===== config.mk =====
export PLATFORM = sky130hd
export DESIGN_NAME = wbit_core
export DESIGN_NICKNAME = d
export VERILOG_FILES = /design/src/hw/rtl/assert_macros.svh /design/src/hw/rtl/wbit_pkg.sv /design/src/hw/rtl/wbit_core.sv
export SDC_FILE = /design/constraint.sdc
export NUM_CORES = 1
export LEC_CHECK = 0
export ABC_AREA = 1
export BUFFER_PORTS_ARGS = -buffer_cell sky130_fd_sc_hd__buf_2
export CAP_MARGIN = 10
export CORE_MARGIN = 2
export CORE_UTILIZATION = 55
export DETAILED_ROUTE_END_ITERATION = 6
export PLACE_DENSITY = 0.79
export SLEW_MARGIN = 0
export SYNTH_ARGS = -nofsm -noshare
export SYNTH_HDL_FRONTEND = slang
export SYNTH_SLANG_ARGS = --single-unit

===== constraint.sdc =====
create_clock -name clk -period 5.8 [get_ports clk]
set_input_delay 0.58 -clock clk [delete_from_list [all_inputs] [get_ports clk]]
set_output_delay 0.58 -clock clk [all_outputs]
set_load 0.02 [all_outputs]

===== src/hw/rtl/assert_macros.svh =====
// Assertion macros used by the timer top level.
// Define NO_ASSERTIONS to compile the checks out.
`ifndef ASSERT_MACROS_SVH
`define ASSERT_MACROS_SVH
`ifndef NO_ASSERTIONS
// Check a property on every rising edge outside reset.
`define WBIT_ASSERT(lbl, clk, rst, prop, msg) \
  lbl: assert property (@(posedge clk) disable iff (rst) prop) else $error(msg);
// Check a property on every rising edge, reset included.
`define WBIT_ASSERT_ALWAYS(lbl, clk, prop, msg) \
  lbl: assert property (@(posedge clk) prop) else $error(msg);
`else
`define WBIT_ASSERT(lbl, clk, rst, prop, msg)
`define WBIT_ASSERT_ALWAYS(lbl, clk, prop, msg)
`endif
`endif


===== src/hw/rtl/wbit_pkg.sv =====
// Types, codes and constants of the work/break interval timer.
// No dependencies; every other RTL source file but assert_macros.svh imports this package.
`default_nettype none
package wbit_pkg;

  localparam int unsigned MINUTES_W  = 11;
  localparam int unsigned SECONDS_W  = 16;
  localparam int unsigned TICK_W     = 12;
  localparam int unsigned ELAPSED_W  = 17;
  localparam int unsigned KIND_W     = 4;
  localparam int unsigned REG_IDX_W  = 2;

  localparam logic [5:0] SECS_PER_MIN = 6'd60;

  typedef logic [KIND_W-1:0] kind_t;

  // Item kinds
  localparam kind_t KIND_TICK      = 4'd0;
  localparam kind_t KIND_ENABLE    = 4'd1;
  localparam kind_t KIND_DISABLE   = 4'd2;
  localparam kind_t KIND_PAUSE     = 4'd3;
  localparam kind_t KIND_UNPAUSE   = 4'd4;
  localparam kind_t KIND_BREAK_NOW = 4'd5;
  localparam kind_t KIND_RESTART   = 4'd6;
  localparam kind_t KIND_UNLOCK    = 4'd7;
  localparam kind_t KIND_RESUME    = 4'd8;

  typedef logic [REG_IDX_W-1:0] reg_idx_t;

  // Configuration register indexes
  localparam reg_idx_t REG_WORK_MINUTES  = 2'd0;
  localparam reg_idx_t REG_BREAK_SECONDS = 2'd1;
  localparam reg_idx_t REG_WARN_SECONDS  = 2'd2;

  localparam logic [MINUTES_W-1:0] WORK_MINUTES_RST  = 11'd60;
  localparam logic [SECONDS_W-1:0] BREAK_SECONDS_RST = 16'd300;
  localparam logic [SECONDS_W-1:0] WARN_SECONDS_RST  = 16'd60;

  typedef struct packed {
    logic [MINUTES_W-1:0] work_minutes;
    logic [SECONDS_W-1:0] break_seconds;
    logic [SECONDS_W-1:0] warn_seconds;
  } cfg_t;

  typedef struct packed {
    logic                 is_enabled;
    logic                 in_break;
    logic                 is_paused;
    logic                 waiting_resume;
    logic [ELAPSED_W-1:0] work_left;
    logic [SECONDS_W-1:0] break_left;
    logic                 break_started;
    logic                 break_ended;
    logic                 warning_fired;
  } res_t;

endpackage
`default_nettype wire


===== src/hw/rtl/wbit_core.sv =====
// Timer state and its single-pass update for one item.
// Depends on wbit_pkg.
`default_nettype none
module wbit_core import wbit_pkg::*; (
  input  wire logic              clk,
  input  wire logic              rst,
  input  wire logic              fire,
  input  wire logic [KIND_W-1:0] kind,
  input  wire logic [TICK_W-1:0] tick_seconds,
  input  wire cfg_t              regs,
  output res_t                   res
);

  logic                 enabled, brk, paused, await_resume, warned;
  logic [ELAPSED_W-1:0] elapsed;
  logic [SECONDS_W-1:0] break_length;
  logic [ELAPSED_W-1:0] work_remaining;
  logic [SECONDS_W-1:0] break_remaining;

  logic                 enabled_next, brk_next, paused_next, await_next, warned_next;
  logic [ELAPSED_W-1:0] elapsed_next;
  logic [SECONDS_W-1:0] break_length_next;
  logic [ELAPSED_W-1:0] work_remaining_next;
  logic [SECONDS_W-1:0] break_remaining_next;
  logic                 ev_start, ev_end, ev_warn;

  logic [ELAPSED_W-1:0] work_len;
  logic [TICK_W-1:0]    secs_eff;
  logic [ELAPSED_W:0]   elapsed_sum;
  logic [ELAPSED_W-1:0] elapsed_sat;
  logic                 work_pos, brk_pos, warn_hit, do_adv;
  logic [ELAPSED_W-1:0] work_diff;
  logic [SECONDS_W-1:0] brk_diff;

  assign work_len    = ELAPSED_W'(regs.work_minutes) * ELAPSED_W'(SECS_PER_MIN);
  assign secs_eff    = (kind == KIND_TICK) ? tick_seconds : '0;
  assign elapsed_sum = {1'b0, elapsed} + (ELAPSED_W + 1)'(secs_eff);
  assign elapsed_sat = elapsed_sum[ELAPSED_W] ? '1 : elapsed_sum[ELAPSED_W-1:0];

  assign work_pos  = work_len > elapsed_sat;
  assign work_diff = work_len - elapsed_sat;
  assign brk_pos   = ELAPSED_W'(break_length) > elapsed_sat;
  assign brk_diff  = break_length - elapsed_sat[SECONDS_W-1:0];
  assign warn_hit  = !warned && (regs.warn_seconds != '0)
                   && (ELAPSED_W'(regs.warn_seconds) < work_len)
                   && (work_diff <= ELAPSED_W'(regs.warn_seconds));

  // Countdown advances on a running tick, or on unpause as a zero-second tick
  assign do_adv = ((kind == KIND_TICK) && enabled && !paused && !await_resume)
                || ((kind == KIND_UNPAUSE) && paused && enabled && !brk);

  always_comb begin
    enabled_next         = enabled;
    brk_next             = brk;
    paused_next          = paused;
    await_next           = await_resume;
    warned_next          = warned;
    elapsed_next         = elapsed;
    break_length_next    = break_length;
    work_remaining_next  = work_remaining;
    break_remaining_next = break_remaining;
    ev_start             = 1'b0;
    ev_end               = 1'b0;
    ev_warn              = 1'b0;

    unique case (kind)
      KIND_ENABLE: begin
        if (!enabled) begin
          enabled_next         = 1'b1;
          brk_next             = 1'b0;
          warned_next          = 1'b0;
          paused_next          = 1'b0;
          elapsed_next         = '0;
          work_remaining_next  = work_len;
          break_remaining_next = '0;
        end
      end
      KIND_DISABLE: begin
        if (enabled && !brk) begin
          enabled_next         = 1'b0;
          paused_next          = 1'b0;
          work_remaining_next  = '0;
          break_remaining_next = '0;
        end
      end
      KIND_PAUSE: begin
        if (!paused && enabled && !brk) paused_next = 1'b1;
      end
      KIND_UNPAUSE: begin
        if (do_adv) paused_next = 1'b0;
      end
      KIND_RESTART: begin
        if (enabled && !brk) begin
          brk_next             = 1'b0;
          warned_next          = 1'b0;
          paused_next          = 1'b0;
          elapsed_next         = '0;
          work_remaining_next  = work_len;
          break_remaining_next = '0;
        end
      end
      KIND_UNLOCK, KIND_RESUME: begin
        if ((kind == KIND_UNLOCK) ? brk : await_resume) begin
          brk_next             = 1'b0;
          await_next           = 1'b0;
          ev_end               = 1'b1;
          warned_next          = 1'b0;
          paused_next          = 1'b0;
          elapsed_next         = '0;
          work_remaining_next  = work_len;
          break_remaining_next = '0;
        end
      end
      default: ;  // tick and break now handled below, unknown kinds ignored
    endcase

    if (do_adv) begin
      elapsed_next = elapsed_sat;
      if (brk) begin
        break_remaining_next = brk_pos ? brk_diff : '0;
        if (!brk_pos) await_next = 1'b1;
      end else begin
        work_remaining_next = work_pos ? work_diff : '0;
        if (work_pos && warn_hit) begin
          warned_next = 1'b1;
          ev_warn     = 1'b1;
        end
      end
    end

    // Break begins on an expired work countdown or on break now
    if ((do_adv && !brk && !work_pos)
        || ((kind == KIND_BREAK_NOW) && enabled && !brk)) begin
      brk_next             = 1'b1;
      await_next           = 1'b0;
      paused_next          = 1'b0;
      elapsed_next         = '0;
      break_length_next    = regs.break_seconds;
      work_remaining_next  = '0;
      break_remaining_next = regs.break_seconds;
      ev_start             = 1'b1;
    end
  end

  always_ff @(posedge clk) begin
    if (rst) begin
      enabled         <= 1'b0;
      brk             <= 1'b0;
      paused          <= 1'b0;
      await_resume    <= 1'b0;
      warned          <= 1'b0;
      elapsed         <= '0;
      break_length    <= '0;
      work_remaining  <= '0;
      break_remaining <= '0;
    end else if (fire) begin
      enabled         <= enabled_next;
      brk             <= brk_next;
      paused          <= paused_next;
      await_resume    <= await_next;
      warned          <= warned_next;
      elapsed         <= elapsed_next;
      break_length    <= break_length_next;
      work_remaining  <= work_remaining_next;
      break_remaining <= break_remaining_next;
    end
  end

  always_comb begin
    res.is_enabled     = enabled_next;
    res.in_break       = brk_next;
    res.is_paused      = paused_next;
    res.waiting_resume = await_next;
    res.work_left      = work_remaining_next;
    res.break_left     = break_remaining_next;
    res.break_started  = ev_start;
    res.break_ended    = ev_end;
    res.warning_fired  = ev_warn;
  end

endmodule
`default_nettype wire


==> results.json, run 1 <==
{
  "coreArea_sq_mm": 0.0151,
  "drtAntennaViolNets": 0,
  "vias_per_cell": 5.57,
  "cts_max_path_buffers": 2,
  "drive_gt1_share_pct": 27.1,
  "p_sw_share_pct": 44.8,
  "clkPwrFrac_pct": 15.4,
  "syn_nets": 1542,
  "die_width_um": 128,
  "synth_top_area_cell": "dfxtp_1",
  "synth-edff-count": 0,
  "p_leak_uw": 0.00611,
  "drt_iter0_markers": 816,
  "drtPass1Iterations": 6,
  "cpMostUsedCell": "nand2_1",
  "holdWs_ps": 470,
  "relSlewSlack_pct": 43.4,
  "final_common_cell": "nand2_1",
  "synth_cell_types": 48,
  "cp_data_required_time_ps": 5220,
  "start_util_pct": 56.0,
  "tritoncts": "built",
  "grt_overflow": 0,
  "io_buffers": 101,
  "fin_area_sq_mm": 0.0113,
  "crit_fanout": 4,
  "track_usage_pct": 32.4,
  "rows": 45,
  "numClockSinks": 71,
  "layout_common_cells": "322 x nand2_1, 201 x inv_1, 184 x buf_4",
  "antenna_found_initial": 0,
  "hold_violations": 0,
  "status": "complete, but fails checks",
  "p_per_area_mw_per_mm2": 384,
  "diodes": 0,
  "htreeDepth": 3,
  "place.gp.congestion": 0.973,
  "vias": 10000,
  "wl_per_cell_um": 15.8,
  "violations": "setup timing",
  "period_share_pct": 104,
  "cp_num_buf_inv": 5,
  "cp_slowest_stage_delay_ps": 580,
  "setup_viol": 1,
  "grt_max_degree": 91,
  "cp-start-kind": "primary input",
  "drc": 0,
  "rsz0062_at_grt": "yes",
  "cts_root_buffer": "clkbuf_16",
  "hpwlAfterDp_um": 20600,
  "slew_viol_final": 0,
  "drt_wl_total_um": 28400,
  "worst_path_dominant_cell_family": "adder cells",
  "synth_ff_type": "dfxtp_1",
  "cap_viol_max_count": 0,
  "path_class": "in2out",
  "nNetsFinal": 1785,
  "grt_pass1_wl_um": 42600,
  "dieHeight_um": 128,
  "synth-seq-cells": 71,
  "synth.top_cell.area_share_pct": 16.8,
  "cp.arrival_ps": 5470,
  "worst_skew_pair.late_latency_ps": 350,
  "cts_hold_buf": 0,
  "grt_pass1_vias": 8886,
  "worst_setup_hold_path_clk_slew_ps": 60,
  "tritoncts.num_buffers": 9,
  "switchingPower_uw": 1950,
  "syn_area_per_cell_sq_um": 6.18,
  "fin_worst_skew_ps": 9.00,
  "p_int_uw": 2390,
  "io_pins": 102,
  "combPwrFrac_pct": 72.7,
  "period_minus_slack_ps": 6050,
  "ys_top_cells_by_area": "dfxtp_1 17%, nand2_1 15%, ha_1 13%, inv_1 9.5%, a21oi_1 7.7%",
  "synth-async-reset-ratio_pct": 0,
  "fmax_mhz": 165,
  "ys_seq_area_share_pct": 16.8,
  "ys.warnings.count": 0,
  "place_area_sq_mm": 0.0101,
  "ff2ff_setup_slack_ps": 1080,
  "areaGrowthSynthToFinish_pct": 33.8,
  "min_path_type": "reg2reg",
  "dieArea_sq_mm": 0.0164,
  "syn_inst": 1368,
  "cp-end-kind": "output port",
  "p_seq_share_pct": 11.9,
  "setup_slack_ps": -248,
  "netlist_area_sq_mm": 0.00845,
  "cp_slowest_cell": "fa_1",
  "ir_worst_vdd_mv": 0.262,
  "worst_pin_slew_ps": 849
}
[power groups by stage]
stage,combinational (uW),sequential (uW),clock (uW)
2_1_floorplan,1310,525,0
3_3_place_gp,2280,528,0
3_5_place_dp,2310,529,0
4_1_cts,2450,518,667
5_1_grt,3390,520,682
6_report,3160,518,668
[cells by family (layout without fill, tap and decap cells)]
| kind of cell | Yosys count | count (layout) | share of synthesized area (%) |
|---|---|---|---|
| AO/OA/AOI/OAI | 253 | 253 | 16.3 |
| XOR/XNOR | 29 | 29 | 3.00 |
| adder cells (fa/ha/maj) | 112 | 112 | 18.4 |
| buffers and inverters | 261 | 509 | 12.7 |
| flip-flops | 71 | 71 | 16.8 |
| AND/OR/NAND/NOR | 642 | 642 | 32.8 |
[cells in the mapped netlist (all sizes together), types with 14 or more instances]
master  count
o21ai      84
buf        21
fa         21
ha         91
nand4      14
inv       214
nand2     348
nor2      130
a21oi     131
clkbuf     25
nand3     115
xor2       18
dfxtp      71
[worst reg2reg max path: cells and delay by family (launching register included)]
kind,cells,cell delay (ps)
AOI/OAI and AO/OA,8,1100
adders and majority gates,3,950
and+or+nand+nor,13,1380
buffers and inverters,6,850
DFF,1,350
[routing by layer]
layer	GRT usage, %	share of wire [%]	up-vias
li1	-	-	4915
met5	0	0	-
met3	4.80	8.9	92
met2	52.6	46	486
met1	44.0	42	4549
met4	10.8	3.8	0
[metrics by stage]
| step | util [%] | setup WS (ps) | setup TNS (ps) | total power, uW | cells |
|---|---|---|---|---|---|
| 3_3_place_gp | 67.1 | -139 | -139 | 2810 | 1764 |
| 3_5_place_dp | 67.1 | -396 | -2130 | 2840 | 1764 |
| 5_1_grt | 74.9 | -486 | -2890 | 4590 | 1804 |
| 6_report | 74.9 | -248 | -248 | 4340 | 1804 |
| 4_1_cts | 70.2 | -65.0 | -65.0 | 3630 | 1785 |
| 2_1_floorplan | - | 95.8 | 0 | 1840 | 1368 |
[sequential cells by signal, summed over array words and instances (netlist names)]
| name | count |
|---|---|
| warned | 1 |
| await_resume | 1 |
| brk | 1 |
| work_remaining | 17 |
| break_length | 16 |
| enabled | 1 |
| break_remaining | 16 |
| paused | 1 |
| elapsed | 17 |
[timing repair]
item,CTS,global route
setup buffers,5,17
resized for setup,24,138
cloned,0,2
setup endpoints to repair,32,38
pin swaps,8,51
[path summary, 6_finish.rpt]
kind                            startpoint          to  depth (start not counted)
worst max-delay path              regs[37]      res[0]                         28
worst min-delay path            elapsed[9]  elapsed[9]                          2
worst max register to register  elapsed[0]  elapsed[4]                         30
worst min register to register  elapsed[9]  elapsed[9]                          2
[final cells by class]
| cell class | instances | area [sq um] |
|---|---|---|
| Clock buffer | 10 | 229 |
| Fill cell | 1241 | 3780 |
| Multi-Input combinational cell | 1036 | 6510 |
| Tap cell | 188 | 235 |
| Inverter | 215 | 826 |
| Timing Repair Buffer | 278 | 1970 |
| Clock inverter | 6 | 115 |
| Sequential cell | 71 | 1420 |
Power figures use the tool's default switching activity.
==> inputs of run 2 (changes only) <==
--- a/config.mk
+++ b/config.mk
@@ -8,7 +8,7 @@
 export ABC_AREA = 1
 export BUFFER_PORTS_ARGS = -buffer_cell sky130_fd_sc_hd__buf_2
 export CAP_MARGIN = 10
-export CORE_MARGIN = 2
+export CORE_MARGIN = 3
 export CORE_UTILIZATION = 55
 export DETAILED_ROUTE_END_ITERATION = 6
 export PLACE_DENSITY = 0.79
==> run 2 against run 1 <==
Against the previous run:
- final cell count down 0.22%
- sequential share of layout area up 0.19 points
- setup slack gained 290 ps
- die area increased by 3.2%
- the run now ends clean
- clock power shrank 20%
- global-route usage shrank 1.5 points
- register-to-register slack improved by 200 ps
==> results.json, run 2 (synthesis gave the netlist of run 1 again) <==
{
  "fin_worst_skew_ps": 11.6,
  "hpwlAfterDp_um": 20800,
  "switchingPower_uw": 1840,
  "ir_worst_vdd_mv": 0.233,
  "drc": 0,
  "dieHeight_um": 130,
  "status": "finished, final reports clean",
  "cp-start-kind": "primary input",
  "io_pins": 102,
  "gr-usage-met1_pct": 43.3,
  "cp_slowest_cell": "fa_1",
  "diodes": 0,
  "cap_viol_max_count": 0,
  "dieArea_sq_mm": 0.0169,
  "tritoncts": "built",
  "grt_use_met2_pct": 49.2,
  "coreArea_sq_mm": 0.0148,
  "io_buffers": 101,
  "period_minus_slack_ps": 5760,
  "period_share_pct": 99.2,
  "top_usage_layer": "met2",
  "cp_data_required_time_ps": 5220,
  "fmax_mhz": 174,
  "grt_use_met3_pct": 5.03,
  "slew_viol_final": 0,
  "grt_max_degree": 91,
  "p_sw_share_pct": 45.5,
  "grt_overflow": 0,
  "path_class": "in2out",
  "vias_per_cell": 5.44,
  "tritoncts.num_buffers": 9,
  "cts_max_path_buffers": 2,
  "combPwrFrac_pct": 74.0,
  "rsz0062_at_grt": "yes",
  "vias": 9788,
  "drt_iter0_markers": 660,
  "p_per_area_mw_per_mm2": 364,
  "cp_slowest_stage_delay_ps": 590,
  "p_seq_share_pct": 12.8,
  "relSlewSlack_pct": 40.5,
  "worst_path_dominant_cell_family": "adder cells",
  "crit_fanout": 3,
  "hold_violations": 0,
  "reg_top3": "elapsed x17, work_remaining x17",
  "cp_num_buf_inv": 5,
  "cts_root_buffer": "clkbuf_16",
  "antenna_found_initial": 0,
  "setup_slack_ps": 44.7,
  "wl_per_cell_um": 15.3,
  "cp-end-kind": "output port",
  "cpMostUsedCell": "nand2_1",
  "htreeDepth": 3,
  "nNetsFinal": 1785,
  "worst_pin_slew_ps": 890,
  "p_int_uw": 2210,
  "cts_hold_buf": 0,
  "finalPower_uw": 4050,
  "p_leak_uw": 0.00608,
  "final_common_cell": "nand2_1",
  "numClockSinks": 71,
  "track_usage_pct": 30.9,
  "start_util_pct": 57.1,
  "worst_skew_pair.late_latency_ps": 340,
  "layout_common_cells": "327 x nand2_1, 203 x inv_1, 171 x buf_4",
  "setup_viol": 0,
  "drtPass1Iterations": 5,
  "clkPwrFrac_pct": 13.3,
  "drt_wl_total_um": 27500,
  "grt_pass1_vias": 8843,
  "drive_gt1_share_pct": 25.8,
  "cp.arrival_ps": 5180,
  "areaGrowthSynthToFinish_pct": 31.7,
  "place.gp.congestion": 1.00,
  "min_path_type": "reg2reg",
  "grt_pass1_wl_um": 42000,
  "rows": 44,
  "drtAntennaViolNets": 0,
  "dp_slack_ps": -303,
  "worst_setup_hold_path_clk_slew_ps": 60,
  "die_width_um": 130
}
## run 2: cell type report
class	count	area (sq um)
clock buffer	12	256
clock inverter	4	30.0
fill	1216	3670
inverter	215	818
multi-input combinational	1036	6460
sequential	71	1420
tap	184	230
timing repair buffer	277	1920
timing repair inverter	1	5.00
## run 2: power groups by stage
stage / Clock, uW / Combinational, uW / Sequential (uW)
6_report: 537 / 3000 / 518
5_1_grt: 563 / 3250 / 520
4_1_cts: 542 / 2480 / 518
3_5_place_dp: 0 / 2380 / 528
3_3_place_gp: 0 / 2350 / 528
2_1_floorplan: 0 / 1310 / 525
## run 2: repair_timing
item | 4_1_cts | 5_1_grt
hold endpoints to repair | 0 | 0
pin swaps | 4 | 36
gates cloned | 0 | 3
setup endpoints to repair | 32 | 38
buffers inserted | 2 | 9
gates resized for setup | 22 | 106
## run 2: path summary, 6_finish.rpt
path / slack, ps / startpoint / depth (start not counted) / endpoint
worst min-delay path: 470 / break_length[14] / 2 / break_length[14]
worst min register to register: 470 / break_length[14] / 2 / break_length[14]
worst max register to register: 1280 / elapsed[0] / 30 / break_length[5]
worst max-delay path: 40 / regs[34] / 26 / res[0]
## run 2: per-stage QoR
step                      instances  cell area, sq um  hold WS [ps]  TNS [ps]  util, %
after CTS                      1788             10600           470     -14.8     71.4
after floorplan                1368              8450           440         0        -
after global placement         1770             10200           454     -1650     68.8
final                          1800             11100           471         0     75.2
after detailed placement       1770             10200           461     -2170     68.8
after global routing           1800             11100           487     -2950     75.2
## run 2: routing by layer
layer  wire (um)  vias to the layer above
li1            -                     4915
met1       12300                     4425
met2       12500                      395
met3        2000                       53
met4         803                        0
met5           0                        -
## run 2: worst register-to-register path, delay by kind of cell, from the launching register on
kind                       cells  cell delay [ps]
and+or+nand+nor               13             1220
adders and majority gates      3             1040
AOI/OAI and AO/OA              8             1000
buffers and inverters          6              830
DFF                            1              340
==> inputs of run 3 (changes only) <==
--- a/config.mk
+++ b/config.mk
@@ -10,8 +10,10 @@
 export CAP_MARGIN = 10
 export CORE_MARGIN = 3
 export CORE_UTILIZATION = 55
+export CTS_BUF_LIST = sky130_fd_sc_hd__clkbuf_4
 export DETAILED_ROUTE_END_ITERATION = 6
 export PLACE_DENSITY = 0.79
+export REMOVE_ABC_BUFFERS = 1
 export SLEW_MARGIN = 0
 export SYNTH_ARGS = -nofsm -noshare
 export SYNTH_HDL_FRONTEND = slang
==> run 3 against run 2 <==
Against the previous run:
- the run now ends with setup timing left
- critical path depth grew 5
- sequential share of layout area up 0.078 points
- fmax is 3.6% lower
- first-iteration DRC count increased by 58%
- register-to-register slack worse by 40 ps
- highest routed layer unchanged
==> results.json, run 3 (synthesis gave the netlist of run 1 again) <==
{
  "htreeDepth": 3,
  "cp_slowest_cell": "fa_1",
  "holdPathStages": 3,
  "period_share_pct": 103,
  "status": "complete, but fails checks",
  "crit_fanout": 4,
  "track_usage_pct": 31.4,
  "cpMostUsedCell": "nand2_1",
  "worst_setup_hold_path_clk_slew_ps": 140,
  "reg_top3": "elapsed x17, work_remaining x17",
  "cts_hold_buf": 0,
  "period_minus_slack_ps": 5970,
  "setup_viol": 1,
  "tritoncts.num_buffers": 9,
  "path_class": "in2out",
  "ir_worst_vdd_mv": 0.263,
  "grt_overflow": 0,
  "drt_wl_total_um": 28200,
  "rows": 44,
  "p_per_area_mw_per_mm2": 350,
  "min_path_type": "in2reg",
  "cts_max_path_buffers": 2,
  "ff2ff_setup_slack_ps": 1240,
  "violations": "setup timing",
  "grt_max_degree": 90,
  "dieArea_sq_mm": 0.0169,
  "worst_pin_slew_ps": 1230,
  "cp-start-kind": "primary input",
  "relSlewSlack_pct": 17.7,
  "p_leak_uw": 0.00593,
  "die_width_um": 130,
  "cp.arrival_ps": 5390,
  "wl_per_cell_um": 15.9,
  "stdcell_count": 1780,
  "drc": 0,
  "worst_path_dominant_cell_family": "adder cells",
  "io_pins": 102,
  "vias_per_cell": 5.52,
  "place.gp.congestion": 0.936,
  "grt_pass1_wl_um": 42500,
  "hpwlAfterDp_um": 20700,
  "antenna_found_initial": 1,
  "fmax_mhz": 168,
  "areaGrowthSynthToFinish_pct": 30.9,
  "vias": 9831,
  "nNetsFinal": 1764,
  "dp_cells": 1738,
  "io_buffers": 101,
  "setup_slack_ps": -170,
  "layout_common_cells": "304 x nand2_1, 201 x inv_1, 158 x buf_4",
  "fin_worst_skew_ps": 23.0,
  "nFillCells": 1235,
  "r2r_cells": 30,
  "cp-end-kind": "output port",
  "dieHeight_um": 130,
  "drtAntennaViolNets": 0,
  "cp_data_required_time_ps": 5220,
  "hp-start": "regs[23]",
  "numClockSinks": 71,
  "slew_viol_final": 0,
  "grt_pass1_vias": 8632,
  "coreArea_sq_mm": 0.0148,
  "worst_skew_pair.late_latency_ps": 470,
  "r2r_start": "elapsed[2]",
  "tritoncts": "built",
  "cp_num_buf_inv": 6,
  "final_common_cell": "nand2_1",
  "cp_slowest_stage_delay_ps": 520,
  "drtPass1Iterations": 6,
  "tns_ps": -170,
  "start_util_pct": 57.1,
  "hold_violations": 0,
  "rsz0062_at_grt": "yes",
  "holdWs_ps": 369,
  "drt_iter0_markers": 1045,
  "cts_root_buffer": "clkbuf_4",
  "min_to": "break_length[7]",
  "rr_endpoint": "warned",
  "drive_gt1_share_pct": 27.6,
  "cap_viol_max_count": 0
}
run 3: cell count changes in the layout (fill, tap and decap cells not counted), moves of 6 or more:
| cell | before | now |
|---|---|---|
| buf_2 | 98 | 87 |
| clkbuf_16 | 11 | 1 |
| nand2_2 | 14 | 38 |
| clkbuf_4 | 0 | 10 |
| buf_4 | 171 | 158 |
| ha_4 | 11 | 17 |
| a21oi_2 | 14 | 20 |
| nand2_1 | 327 | 304 |
run 3: how the worst max path moves through the flow:
stage	cells past startpoint	from	end
3_3_place_gp	29	regs[35]	res[0]
5_1_grt	31	regs[34]	res[0]
4_1_cts	29	regs[33]	res[0]
2_1_floorplan	28	regs[36]	res[0]
6_report	31	regs[34]	res[0]
3_5_place_dp	29	regs[35]	res[0]
run 3: timing repair:
item                       4_1_cts  5_1_grt
gates cloned                     0        3
setup buffers                    9       13
gates resized for setup         41      146
pin swaps                       17       55
setup endpoints to repair       31       38
run 3: cell type report:
cell class                 count  area, sq um  area share, %
timing repair buffer         256         1800           16.3
clock buffer                  10         75.1          0.678
sequential                    71         1420           12.8
clock inverter                 6         61.3          0.554
multi-input combinational   1036         6650           60.0
antenna                        1         2.50         0.0226
tap                          184          230           2.08
timing repair inverter         1         7.51         0.0678
inverter                     215          821           7.42
run 3: worst register-to-register path: cells and delay by family (launching register included):
family,cells,cell delay [ps]
XOR/XNOR,1,150
AO/OA/AOI/OAI,8,1240
flip-flops,1,340
AND/OR/NAND/NOR,15,1410
buffers and inverters,3,520
adder cells (fa/ha/maj),3,850
run 3: per-layer routing:
| layer | vias to the layer above | routed length [um] | global-route usage, % |
|---|---|---|---|
| met5 | - | 0 | 0 |
| met4 | 0 | 805 | 9.47 |
| met3 | 71 | 2460 | 3.23 |
| met2 | 461 | 12700 | 49.4 |
| met1 | 4433 | 12200 | 45.4 |
| li1 | 4866 | - | - |
run 3: through the flow:
stage               area, sq um  setup slack [ps]  power (uW)  utilization (%)
detailed placement         9970              -395        2670             67.3
global placement           9970              -210        2640             67.3
global route              11100              -309        4120             74.7
CTS                       10300             -13.4        3230             69.8
floorplan                  8190               103        1820                -
finish                    11100              -170        3870             74.7
run 3: where the power goes:
group	leakage, uW	internal (uW)	switching, uW
Sequential	0.000579	507	11.6
Combinational	0.00528	1410	1590
Clock	0.0000778	135	215
